File: src/rtl/dust_sensor_low_pulse_occupancy_top_assert.svh
// Assertion macros used by the dust sensor meter top module.
`ifndef DUST_SENSOR_LOW_PULSE_OCCUPANCY_TOP_ASSERT_SVH
`define DUST_SENSOR_LOW_PULSE_OCCUPANCY_TOP_ASSERT_SVH

// Implication checked on every clock edge outside reset.
`define DSLPO_ASSERT_IMP(label, clk, rst, cond, prop, msg) \
  label: assert property (@(posedge clk) disable iff (rst) (cond) |-> (prop)) \
    else $error(msg);

// Next-cycle implication checked outside reset.
`define DSLPO_ASSERT_NEXT(label, clk, rst, cond, prop, msg) \
  label: assert property (@(posedge clk) disable iff (rst) (cond) |=> (prop)) \
    else $error(msg);

`endif

File: src/rtl/dslpo_pkg.sv
// ----------------------------------------------------------------------------
// dslpo_pkg
// Types and constants shared by the low pulse occupancy meter.
// ----------------------------------------------------------------------------
package dslpo_pkg;

  localparam int unsigned NumLanes   = 2;
  localparam logic [19:0] WindowReset = 20'd30000;
  localparam logic [22:0] RatioMax   = 23'd6553600;
  localparam logic [31:0] U32Max     = 32'hFFFF_FFFF;
  // Cubic curve coefficients in fixed point
  localparam logic [3:0]  CoefS3     = 4'd11;
  localparam logic [5:0]  CoefS2     = 6'd38;
  localparam logic [12:0] CoefR      = 13'd5200;
  localparam logic [18:0] CoefC      = 19'd406323;
  // Curve scale 2560 = 512 * 5: shift by 9, then multiply by ceil(2^34 / 5)
  localparam logic [31:0] Recip5     = 32'hCCCC_CCCD;

  localparam logic OpSample  = 1'b0;
  localparam logic OpCollect = 1'b1;

  typedef enum logic [2:0] {
    ST_IDLE,
    ST_DIV,
    ST_SQ,
    ST_CUBE,
    ST_SUM,
    ST_CDIV,
    ST_OUT
  } state_t;

  typedef struct packed {
    logic        op;
    logic        level_p1;
    logic        level_p2;
    logic [31:0] time_us;
    logic [31:0] elapsed_ms;
  } in_word_t;

  typedef struct packed {
    logic [31:0] low_time_p1;
    logic [22:0] ratio_p1;
    logic [28:0] conc_p1;
    logic [31:0] low_time_p2;
    logic [22:0] ratio_p2;
    logic [28:0] conc_p2;
  } out_word_t;

  // Control from the sequencer to the lanes
  typedef struct packed {
    logic start;  // load divider operands
    logic div;    // run one divider step
    logic sq;     // clamp ratio
    logic cube;   // form square
    logic sum;    // form cube
    logic cdiv;   // latch curve sum
  } lane_ctl_t;

endpackage

File: src/rtl/dslpo_if.sv
// ----------------------------------------------------------------------------
// dslpo_if
// Valid/ready channel carrying one payload word.
// ----------------------------------------------------------------------------
interface dslpo_if #(parameter type payload_t = logic) ();
  logic     valid;
  logic     ready;
  payload_t data;
  modport source (output valid, output data, input ready);
  modport sink (input valid, input data, output ready);
endinterface

File: src/rtl/dslpo_lane.sv
// ----------------------------------------------------------------------------
// dslpo_lane
// One channel: pulse timing, saturating total, ratio divide and curve.
// ----------------------------------------------------------------------------
module dslpo_lane
  import dslpo_pkg::*;
(
  input  logic        clk,
  input  logic        rst,
  input  logic        smp,        // apply one gated sample
  input  logic        level,
  input  logic [31:0] time_us,
  input  logic        clr,        // clear total after collect
  input  logic [23:0] divisor,    // window*10, or 10 when window is zero
  input  lane_ctl_t   ctl,
  output logic [31:0] total,
  output logic [22:0] ratio,
  output logic [28:0] conc
);

  logic        low_active;
  logic [31:0] low_start;
  logic [32:0] sum_wide;
  logic [31:0] diff;

  assign diff     = time_us - low_start;
  assign sum_wide = {1'b0, total} + {1'b0, diff};

  // Track pulse and accumulate low time
  always_ff @(posedge clk) begin
    if (rst) begin
      low_active <= 1'b0;
      low_start  <= '0;
      total      <= '0;
    end else if (smp) begin
      if (!level && !low_active) begin
        low_active <= 1'b1;
        low_start  <= time_us;
      end else if (level && low_active) begin
        low_active <= 1'b0;
        total      <= sum_wide[32] ? U32Max : sum_wide[31:0];
      end
    end else if (clr) begin
      total <= '0;
    end
  end

  // Restoring divider for the ratio: (total << 16) / divisor over 64 steps
  logic [63:0] quo;
  logic [24:0] rem;
  logic [24:0] dvs;
  logic [25:0] trial;
  logic [22:0] r;
  logic [47:0] s2;
  logic [47:0] s3;
  logic [63:0] num;
  logic [39:0] num_q;
  logic [63:0] scaled;

  assign trial = {rem, quo[63]} - {1'b0, dvs};

  always_ff @(posedge clk) begin
    if (ctl.start) begin
      quo <= {16'd0, total, 16'd0};
      rem <= '0;
      dvs <= {1'b0, divisor};
    end else if (ctl.div) begin
      if (!trial[25]) begin
        rem <= trial[24:0];
        quo <= {quo[62:0], 1'b1};
      end else begin
        rem <= {rem[23:0], quo[63]};
        quo <= {quo[62:0], 1'b0};
      end
    end
  end

  // Quotient sits in quo after 64 steps
  logic [63:0] rq;
  assign rq = quo;

  // Clamp ratio, then square, cube and curve sum, one step per cycle
  always_ff @(posedge clk) begin
    if (ctl.sq) begin
      r  <= (rq > {41'd0, RatioMax}) ? RatioMax : rq[22:0];
    end
    if (ctl.cube) s2 <= ({25'd0, r} * {25'd0, r}) >> 16;
    if (ctl.sum)  s3 <= 48'(({16'd0, s2} * {41'd0, r}) >> 16);
    if (ctl.cdiv) num_q <= num[39:0];
  end

  assign num = {16'd0, s3} * 64'(CoefS3) - {16'd0, s2} * 64'(CoefS2)
             + {41'd0, r} * 64'(CoefR) + 64'(CoefC);

  // Scale by 1/2560: drop 9 bits, then divide by 5 through the reciprocal
  assign scaled = {33'd0, num_q[39:9]} * {32'd0, Recip5};

  assign ratio = r;
  assign conc  = scaled[62:34];

endmodule

File: src/rtl/dust_sensor_low_pulse_occupancy_top.sv
// Sample: a sample word is taken in any idle cycle and gives no result.
// Collect: after the accepting edge the 64-step ratio divider runs, then the five
//   clamp, square, cube, sum and scale steps per lane; the result is then registered.
// Both lanes run in parallel; input stalls during a collect, and longer while
//   an earlier result still waits in the output register.
// Reset (rst, synchronous): clears flags, start times, totals; window 30000.
// ----------------------------------------------------------------------------
// dust_sensor_low_pulse_occupancy_top
// Two-channel low pulse occupancy meter with ratio and concentration.
// ----------------------------------------------------------------------------
module dust_sensor_low_pulse_occupancy_top
  import dslpo_pkg::*;
(
  input  logic        clk,
  input  logic        rst,
  dslpo_if.sink       in_ch,
  dslpo_if.source     out_ch,
  input  logic        cfg_valid,
  output logic        cfg_ready,
  input  logic [19:0] cfg_data
);

  logic [19:0] window_ms;
  state_t      state, state_next;
  logic [6:0]  cnt;
  lane_ctl_t   ctl;
  in_word_t    iw;
  logic        acc, smp, load_res;
  logic        out_valid;
  logic [23:0] divisor;
  logic [31:0] tot [NumLanes];
  logic [22:0] rat [NumLanes];
  logic [28:0] cnc [NumLanes];
  out_word_t   res;

  assign iw        = in_word_t'(in_ch.data);
  assign cfg_ready = 1'b1;
  assign in_ch.ready = (state == ST_IDLE);
  assign acc = in_ch.valid && in_ch.ready;
  assign smp = acc && (iw.op == OpSample) && (iw.elapsed_ms <= {12'd0, window_ms});
  assign divisor = (window_ms == '0) ? 24'd10 : ({4'd0, window_ms} * 24'd10);
  assign load_res = (state == ST_OUT) && (!out_valid || out_ch.ready);

  // Hold configuration register
  always_ff @(posedge clk) begin
    if (rst) window_ms <= WindowReset;
    else if (cfg_valid && cfg_ready) window_ms <= cfg_data;
  end

  // Next state
  always_comb begin
    state_next = state;
    unique case (state)
      ST_IDLE: if (acc && iw.op == OpCollect) state_next = ST_DIV;
      ST_DIV:  if (cnt == 7'd63) state_next = ST_SQ;
      ST_SQ:   state_next = ST_CUBE;
      ST_CUBE: state_next = ST_SUM;
      ST_SUM:  state_next = ST_CDIV;
      ST_CDIV: state_next = ST_OUT;
      ST_OUT:  if (load_res) state_next = ST_IDLE;
      default: state_next = ST_IDLE;
    endcase
  end

  // Outputs of the sequencer
  always_comb begin
    ctl       = '0;
    ctl.start = acc && (iw.op == OpCollect);
    ctl.div   = (state == ST_DIV);
    ctl.sq    = (state == ST_SQ);
    ctl.cube  = (state == ST_CUBE);
    ctl.sum   = (state == ST_SUM);
    ctl.cdiv  = (state == ST_CDIV);
  end

  // Advance state and step counter
  always_ff @(posedge clk) begin
    if (rst) begin
      state <= ST_IDLE;
      cnt   <= '0;
    end else begin
      state <= state_next;
      if (state_next != state) cnt <= '0;
      else cnt <= cnt + 7'd1;
    end
  end

  // Channel lanes
  for (genvar g = 0; g < NumLanes; g++) begin : g_lane
    dslpo_lane u_lane (
      .clk     (clk),
      .rst     (rst),
      .smp     (smp),
      .level   (g == 0 ? iw.level_p1 : iw.level_p2),
      .time_us (iw.time_us),
      .clr     (ctl.start),
      .divisor (divisor),
      .ctl     (ctl),
      .total   (tot[g]),
      .ratio   (rat[g]),
      .conc    (cnc[g])
    );
  end

  // Capture totals at collect, merge lane results into the output register
  logic [31:0] tot_q [NumLanes];
  always_ff @(posedge clk) begin
    if (ctl.start) begin
      tot_q[0] <= tot[0];
      tot_q[1] <= tot[1];
    end
    if (load_res) begin
      res.low_time_p1 <= tot_q[0];
      res.low_time_p2 <= tot_q[1];
      res.ratio_p1    <= rat[0];
      res.ratio_p2    <= rat[1];
      res.conc_p1     <= cnc[0];
      res.conc_p2     <= cnc[1];
    end
  end

  // Hold the result word until it is taken
  always_ff @(posedge clk) begin
    if (rst) out_valid <= 1'b0;
    else if (load_res) out_valid <= 1'b1;
    else if (out_ch.ready) out_valid <= 1'b0;
  end

  assign out_ch.valid = out_valid;
  assign out_ch.data  = res;

  `include "dust_sensor_low_pulse_occupancy_top_assert.svh"

  `DSLPO_ASSERT_IMP(a_no_in_busy, clk, rst, state != ST_IDLE, !in_ch.ready,
    "input taken while busy")
  `DSLPO_ASSERT_NEXT(a_hold_out, clk, rst, out_ch.valid && !out_ch.ready,
    out_ch.valid, "result dropped")
  `DSLPO_ASSERT_NEXT(a_collect_go, clk, rst, ctl.start, state == ST_DIV,
    "collect did not start")

endmodule
File: src/flat_wrapper.sv
// flat-port wrapper written by rule: the top's interface ports become plain ports
module dust_sensor_low_pulse_occupancy_top_flat import dslpo_pkg::*;
  (clk, rst, cfg_valid, cfg_ready, cfg_data, in_ch_valid, in_ch_data, in_ch_ready, out_ch_valid, out_ch_data, out_ch_ready);
  dslpo_if in_ch_i ();
  dslpo_if out_ch_i ();
  input  logic clk;
  input  logic rst;
  input  logic cfg_valid;
  output logic cfg_ready;
  input  logic [19:0] cfg_data;
  input wire logic [$bits(in_ch_i.valid)-1:0] in_ch_valid;
  input wire logic [$bits(in_ch_i.data)-1:0] in_ch_data;
  output wire logic [$bits(in_ch_i.ready)-1:0] in_ch_ready;
  output wire logic [$bits(out_ch_i.valid)-1:0] out_ch_valid;
  output wire logic [$bits(out_ch_i.data)-1:0] out_ch_data;
  input wire logic [$bits(out_ch_i.ready)-1:0] out_ch_ready;
  assign in_ch_i.valid = in_ch_valid;
  assign in_ch_i.data = in_ch_data;
  assign in_ch_ready = in_ch_i.ready;
  assign out_ch_valid = out_ch_i.valid;
  assign out_ch_data = out_ch_i.data;
  assign out_ch_i.ready = out_ch_ready;
  dust_sensor_low_pulse_occupancy_top u_core (.clk(clk), .rst(rst), .in_ch(in_ch_i), .out_ch(out_ch_i), .cfg_valid(cfg_valid), .cfg_ready(cfg_ready), .cfg_data(cfg_data));
endmodule
File: config.mk
export PLATFORM = sky130hd
export DESIGN_NAME = dust_sensor_low_pulse_occupancy_top_flat
export DESIGN_NICKNAME = d
export VERILOG_FILES = /design/src/rtl/dslpo_pkg.sv /design/src/rtl/dslpo_if.sv /design/src/rtl/dslpo_lane.sv /design/src/rtl/dust_sensor_low_pulse_occupancy_top.sv /design/src/flat_wrapper.sv
export VERILOG_INCLUDE_DIRS = /design/src /design/src/rtl
export SDC_FILE = /design/constraint.sdc
export NUM_CORES = 1
export LEC_CHECK = 0
export BUFFER_PORTS_ARGS = -buffer_cell sky130_fd_sc_hd__buf_4
export CORE_MARGIN = 2
export CORE_UTILIZATION = 42
export DETAILED_ROUTE_END_ITERATION = 10
export GPL_ROUTABILITY_DRIVEN = 0
export PLACE_DENSITY = 0.81
export SETUP_SLACK_MARGIN = 0.4
export SLEW_MARGIN = 20
export SYNTH_ARGS = -nofsm -noshare
export SYNTH_HDL_FRONTEND = slang
export SYNTH_SLANG_ARGS = --single-unit
File: constraint.sdc
create_clock -name clk -period 1.4 [get_ports clk]
set_clock_uncertainty 0.05 [all_clocks]
set_input_delay 0.14 -clock clk [delete_from_list [all_inputs] [get_ports clk]]
set_output_delay 0.14 -clock clk [all_outputs]
set_load 0.02 [all_outputs]
# After elaboration in Yosys (flattened, before gate mapping)
# Index checks and enable logic that the tools add are counted.
# op_classes
add_sub_neg,1
n_eq_ne,8
mux,5
reduce_logical,6
# ops
cell,count
3-bit case mux with 7 select lines,1
"3-bit == test, second input constant",3
"7-bit by 1-bit adder with 7-bit output, second input constant",1
"7-bit by 6-bit == test with 1-bit output, second input constant",1
"3-bit by 2-bit == test with 1-bit output, second input constant",2
3-bit 2-to-1 mux,2
"3-bit by 1-bit == test with 1-bit output, second input constant",1
3-bit zero test,1
3-bit inequality test,1
1-bit 2-to-1 mux,2
2-bit nonzero test,1
2-bit OR reduction,1
1-bit logical AND,1
1-bit zero test,1
1-bit logical OR,1
# totals
reg_bits,11
in_bits,26

# Longest topological paths before layout
# Gate-level depths: netlist (run 1).
# depth
depth_word,7
ltp_mapped,4
depth_no_buf,4

# Hierarchy
# A second synthesis (run 1) with hierarchy kept.
# hier_totals
cells_unflattened,8048
area_unflattened_um2,74765.5
# modules_own_cells
module,n_inst,cells_each,area_per_inst_um2,seq_area_each_um2
dslpo_lane,1,7722,72076.6,7757.4
dust_sensor_low_pulse_occupancy_top,1,326,2688.8,650.6

# Worst setup path before layout (run 1)
# Ideal clock, no wire load.
# synth_path
kind,reg2reg
start,register u_core.cnt[0]
end,register u_core.state[1]
setup_ns,0.079
arrival_ns,1.106
path_slack_ns,0.164
path_stages_with_launch,5
path_buffers,0
period_less_slack_ns,1.236
cell_sequence,dfxtp_1 ha_1 nand3_2 or2_1 a211oi_2
# synth_between
elab_chain_cells,3
# synth_rtl
item,line,rtl
from (decl),dust_sensor_low_pulse_occupancy_top.sv:25,logic [6:0] cnt;
from (signal assigned),dust_sensor_low_pulse_occupancy_top.sv:84,else cnt <= cnt + 7'd1;
7-bit by 6-bit == test with 1-bit output,dust_sensor_low_pulse_occupancy_top.sv:55,ST_DIV: if (cnt == 7'd63) state_next = ST_SQ;
3-bit 2-to-1 mux,dust_sensor_low_pulse_occupancy_top.sv:55,
3-bit case mux with 7 select lines,dust_sensor_low_pulse_occupancy_top.sv:53,unique case (state)
to (signal assigned),dust_sensor_low_pulse_occupancy_top.sv:82,state <= state_next;
to (decl),dust_sensor_low_pulse_occupancy_top.sv:24,"state_t state, state_next;"
# No other way between the ends.
# A chain may end at the register's enable or synchronous reset.

# Worst setup path after layout (run 1)
# Ends and elaborated chain as after synthesis.

==> results of run 1 <==
[cells by family after synthesis]
group	count (synthesis)	share of synthesized area [%]
other	2	1.33
XOR/XNOR	4	6.21
buffers and inverters	7	6.65
flip-flops	11	39.0
adder cells (fa/ha/maj)	1	2.22
AO/OA/AOI/OAI	17	19.1
AND/OR/NAND/NOR	25	25.5
[worst paths after layout]
check                          to  cells after the start
hold reg to reg     u_core.cnt[0]                      1
hold / removal    u_core.state[1]                      2
setup reg to reg  u_core.state[1]                      4
setup / recovery  u_core.state[1]                      4
[through the flow]
step	worst slack [ns]	instances
2_1_floorplan	0.297	67
3_3_place_gp	0.186	82
3_5_place_dp	0.173	82
4_1_cts	0.223	92
5_1_grt	0.174	92
6_report	0.224	92
[layout by cell type, fill, tap and decap left out, drive strengths merged, types with 2 or more instances in the layout]
cell / instances
nand3: 3
o21ai: 7
nand2: 4
xnor2: 2
nor2: 6
buf: 11
xor2: 2
dfxtp: 11
a21oi: 4
nor2b: 3
clkbuf: 4
nor3: 2
conb: 2
inv: 2
[what timing repair did]
item                                    in CTS  in global routing
pin swaps                                   10                  3
resized for setup                           14                  6
endpoints found under the setup margin      12                 13
buffers inserted                             6                  0
[registers in the layout, summed over array words and instances (netlist names)]
name	cells
u_core.state	3
u_core.out_ch.valid	1
u_core.cnt	7
[per-layer routing]
| metal | part of all wire (%) | vias to the layer above | GRT usage [%] |
|---|---|---|---|
| met4 | 1.2 | 0 | 10.0 |
| li1 | - | 251 | - |
| met2 | 51 | 8 | 30.2 |
| met1 | 44 | 235 | 19.5 |
| met3 | 3.4 | 2 | 4.89 |
| met5 | 0 | - | 0 |
[cell type report]
cell class / instances / area (µm²) / area share (%)
multi-input cells: 49 / 393 / 51.1
flip-flops and latches: 11 / 238 / 30.9
repair buffers: 11 / 86.3 / 11.2
clock buffers: 4 / 26.3 / 3.41
well taps: 15 / 18.8 / 2.44
inverters: 2 / 7.51 / 0.976
[worst max-delay path, stage by stage, from the launching register on]
cell,delay [ns]
dfxtp_4,0.37
ha_4,0.14
nand3_4,0.11
or2_4,0.26
a211oi_2,0.16
[power groups by stage]
stage | Clock, mW | Combinational (mW) | Sequential, mW
2_1_floorplan | 0 | 0.0993 | 0.420
3_3_place_gp | 0 | 0.112 | 0.427
3_5_place_dp | 0 | 0.115 | 0.429
4_1_cts | 0.221 | 0.158 | 0.416
5_1_grt | 0.237 | 0.187 | 0.427
6_report | 0.214 | 0.171 | 0.421
==> results.toml, run 1 <==
[routing]
wl_per_cell_um = 12.5
viasPerCell = 5.39
drcViolationCount = 0
via_count = 496
ant_nets = 0
drt-total-wl_mm = 1.15
drt-initial-drc-count = 9
first_pass_iters = 3

[yosys]
syn_avg_cell_area_um2 = 8.42
synth_top_flop_cell = "dfxtp_1"
ys_types = 32
synth_area_um2 = 564
ys_seq_elements = 11
yosys-top-cells-area = "dfxtp_1, nor2_1, a21oi_1, o21ai_1, nor2b_1"
seq_area_frac_synth_pct = 39.0
synth_nets = 94
yosysWarnings = 0
synth_top_area_share_pct = 39.0
synth_edf_count = 0
yosysMostFrequentCell = "dfxtp_1"
syn_inst = 67
synthTopCellsByCount = "dfxtp_1, nor2_1, a21oi_1, nand2_1, o21ai_1"
synthArstFlopShare_pct = 0
yosys.area.top_type = "dfxtp_1"

[timing]
setup_viol = 0
grt_setup_unrepaired = "yes"
final-max-slew-violation-count = 0
fmax_mhz = 850
hold_viol_final = 0
fin_tns_setup_ns = 0
period_needed_ns = 1.18
fin_crit_sh_pct = 84.0
hold_slack_ns = 0.0418

[power_and_ir_drop]
finalPower_uw = 806
seqPwrFrac_pct = 52.2
powerDensity_nw_per_um2 = 1050
power_frac_comb_pct = 21.3
power_switching_uw = 234
peakVddDrop_v = 0.000572
swShare_pct = 29.0
p_clk_share_pct = 26.5
p_leak_nw = 0.272
internal_power_uw = 572

[worst_hold_path]
min_path_type = "in2reg"
min_from = "rst"

[setup_path]
cp.arrival_ns = 1.31
crit_start = "u_core.cnt[0]"
crit_path_end_kind = "flip-flop"
r2r-start = "u_core.cnt[0]"
worstPathRequired_ns = 1.54
crit_type = "reg2reg"
start_kind = "flip-flop"
r2r_setup_slack_ns = 0.22
worstPathMaxFanout = 5

[placement]
portBuffers = 4
post_dp_cell_area_um2 = 629
dp_hpwl_um = 723

[global_routing]
grt_pass1_wl_mm = 1.84
antenna_found_initial = 0
gr-total-overflow = 0
grt_pass1_vias = 433
grt_use_total_pct = 17.7
grt_max_degree = 10

[clock_tree]
path_clk_slew_ns = 0.07
cts_max_level = 1
clock-sinks = 11
cts_hold_buf = 0
cts_root_buf = "clkbuf_4"
cts_tree = "yes"
cts_max_path_buffers = 2
insertion_delay_ns = 0.27
cts_buffers = 3

[finish]
final_util_pct = 59.9
diodes = 0
finalInstanceArea_um2 = 769
nNetsFinal = 105
synthToLayoutAreaGrowth_pct = 36.4
drive_above_1_share_pct = 46.8
fillerInstances = 120

[die]
dieArea_um2 = 1650
core-area_um2 = 1280
start_util_pct = 43.9
rows = 13
die_w_um = 40.7
die_h_um = 40.7
io_pins = 30

[run]
max_cap_viol_count = 0

[outcome]
status = "complete, no violations"
(Power assumes the default switching activity.)
==> run 2, diff against run 1 <==
--- a/config.mk
+++ b/config.mk
@@ -6,12 +6,13 @@
 export SDC_FILE = /design/constraint.sdc
 export NUM_CORES = 1
 export LEC_CHECK = 0
+export ABC_AREA = 1
 export BUFFER_PORTS_ARGS = -buffer_cell sky130_fd_sc_hd__buf_4
-export CORE_MARGIN = 2
-export CORE_UTILIZATION = 42
+export CORE_AREA = 2 2 39 41
 export DETAILED_ROUTE_END_ITERATION = 10
+export DIE_AREA = 0 0 41 43
 export GPL_ROUTABILITY_DRIVEN = 0
-export PLACE_DENSITY = 0.81
+export PLACE_DENSITY = 0.77
 export SETUP_SLACK_MARGIN = 0.4
 export SLEW_MARGIN = 20
 export SYNTH_ARGS = -nofsm -noshare
==> constraint.sdc (replaced) <==
create_clock -name clk -period 1.1 [get_ports clk]
set_clock_uncertainty 0.05 [all_clocks]
set_input_delay 0.11 -clock clk [delete_from_list [all_inputs] [get_ports clk]]
set_output_delay 0.11 -clock clk [all_outputs]
set_load 0.02 [all_outputs]
==> results.toml, run 2 <==
[yosys]
synth_edf_count = 0
yosys-top-cells-area = "dfxtp_1, nor2_1, nand2_1, a21oi_1, buf_4"
yosysWarnings = 0
seq_area_frac_synth_pct = 42.7
synth_top_family_by_area = "simple AND/OR/NAND/NOR gates"
synth_xor_area_share_pct = 6.80
synth_compound_area_share_pct = 9.95
syn_inst = 71
yosys.area_share.adder_pct = 2.43
ys_seq_elements = 11
synth_mux_area_share_pct = 0
syn_avg_cell_area_um2 = 7.26
synth_top_flop_cell = "dfxtp_1"
synth_top_area_share_pct = 42.7
synthSimpleGateAreaFrac_pct = 27.2
yosysMostFrequentCell = "nor2_1"
synthArstFlopShare_pct = 0
synth_area_um2 = 515
synthTopCellsByCount = "nor2_1, dfxtp_1, nand2_1"
yosys.area.top_type = "dfxtp_1"
ys_types = 18
synth_nets = 98

[clock_tree]
cts_tree = "yes"
cts_root_buf = "clkbuf_4"
path_clk_slew_ns = 0.07
cts_max_level = 1
cts_max_path_buffers = 2
clock-sinks = 11
cts_buffers = 3
insertion_delay_ns = 0.26

[finish]
instances_no_fill = 109
fillerInstances = 135
multi_input_area_um2 = 333
synthToLayoutAreaGrowth_pct = 60.2
nNetsFinal = 121
final_util_pct = 59.7
drive_above_1_share_pct = 52.7
layout_common_cells = "buf_4, nor2_1, nand2_1, buf_6"
largest_reg_flops = 7
layout_commonest_cell = "buf_4"
diodes = 0
finalInstanceArea_um2 = 826
top_register = "u_core.cnt"
regArea_um2 = 238

[timing]
hold_viol_final = 3
setup_viol = 10
final-max-slew-violation-count = 0
period_needed_ns = 1.20
fmax_mhz = 837
fin_crit_sh_pct = 109
hold_slack_ns = -0.0183
grt_setup_unrepaired = "yes"
setup_ws_ns = -0.0952

[setup_path]
worstPathRequired_ns = 0.94
crit_path_end_kind = "primary output"
cp.arrival_ns = 1.04
worstPathMaxFanout = 4
start_kind = "flip-flop"
crit_type = "reg2out"

[power_and_ir_drop]
powerDensity_nw_per_um2 = 903
p_leak_nw = 0.334
peakVddDrop_v = 0.000731
finalPower_uw = 746

[placement]
dp_cells = 102
post_dp_cell_area_um2 = 706
dp_hpwl_um = 735
portBuffers = 4

[die]
die_w_um = 41
rows = 14
start_util_pct = 37.3
die_h_um = 43
io_pins = 30
dieArea_um2 = 1760
core-area_um2 = 1380

[run]
max_cap_viol_count = 0

[routing]
first_pass_iters = 4
drt-total-wl_mm = 1.13
wl_per_cell_um = 10.3
drt-initial-drc-count = 10
ant_nets = 0
viasPerCell = 4.61
via_count = 502
drcViolationCount = 0

[global_routing]
grt.met1_usage_pct = 13.7
grt_max_degree = 8
antenna_found_initial = 0
gr-total-overflow = 0
met3_usage_pct = 3.14
grt_busiest_layer = "met2"
grt_pass1_vias = 483
grt_util_met2_pct = 27.8
grt_pass1_wl_mm = 1.77
grt_use_total_pct = 14.7

[worst_hold_path]
min_path_type = "in2reg"

[outcome]
violations = "negative hold slack, negative setup slack"
status = "finished with violations"
[run 2: path summary, 6_finish.rpt]
| kind | startpoint | endpoint | slack, ns | depth (start not counted) |
|---|---|---|---|---|
| setup reg to reg | u_core.cnt[0] | u_core.cnt[3] | -0.09 | 8 |
| hold / removal | rst | u_core.out_ch.valid | -0.02 | 2 |
| hold reg to reg | u_core.out_ch.valid | u_core.out_ch.valid | 0.46 | 2 |
| setup / recovery | u_core.state[0] | in_ch_ready | -0.1 | 3 |
[run 2: final cells by class]
cell class	count	share of cell area (%)
Clock buffer	4	3.18
Multi-Input combinational cell	50	40.3
Tap cell	16	2.42
Timing Repair Buffer	21	21.8
Inverter	7	3.48
Sequential cell	11	28.8
[run 2: kinds of logic after synthesis]
group / Yosys count
AO/OA/AOI/OAI: 9
adder cells (fa/ha/maj): 1
buffers and inverters: 10
AND/OR/NAND/NOR: 34
XOR/XNOR: 4
flip-flops: 11
other: 2
[run 2: what timing repair did]
item                                    4_1_cts  5_1_grt
pin swaps                                     5        6
resized for setup                            11       12
setup buffers                                 2        1
endpoints found under the setup margin       13       13
hold endpoints to repair                      3        3
[run 2: power breakdown]
| part | switching (mW) | leakage, nW | internal [mW] |
|---|---|---|---|
| Combinational | 0.0327 | 0.226 | 0.0284 |
| Sequential | 0.0107 | 0.0930 | 0.400 |
| Clock | 0.134 | 0.0150 | 0.140 |
[run 2: metal layers]
layer  vias to the layer above  wire, µm
met4                         0         0
met1                       236       413
met3                         0        36
li1                        261         -
met2                         5       679
met5                         -         0
[run 2: metrics by stage]
stage          TNS [ns]  worst slack [ns]
6_report         -0.763           -0.0952
5_1_grt           -1.64            -0.186
4_1_cts          -0.658           -0.0971
3_5_place_dp     -0.760            -0.117
3_3_place_gp     -0.540           -0.0784
2_1_floorplan    -0.254           -0.0371
[run 2: worst max-delay path, cell delays in order, from the launching register on]
cell,delay (ns)
dfxtp_4,0.36
buf_6,0.12
nor3_2,0.14
buf_4,0.16
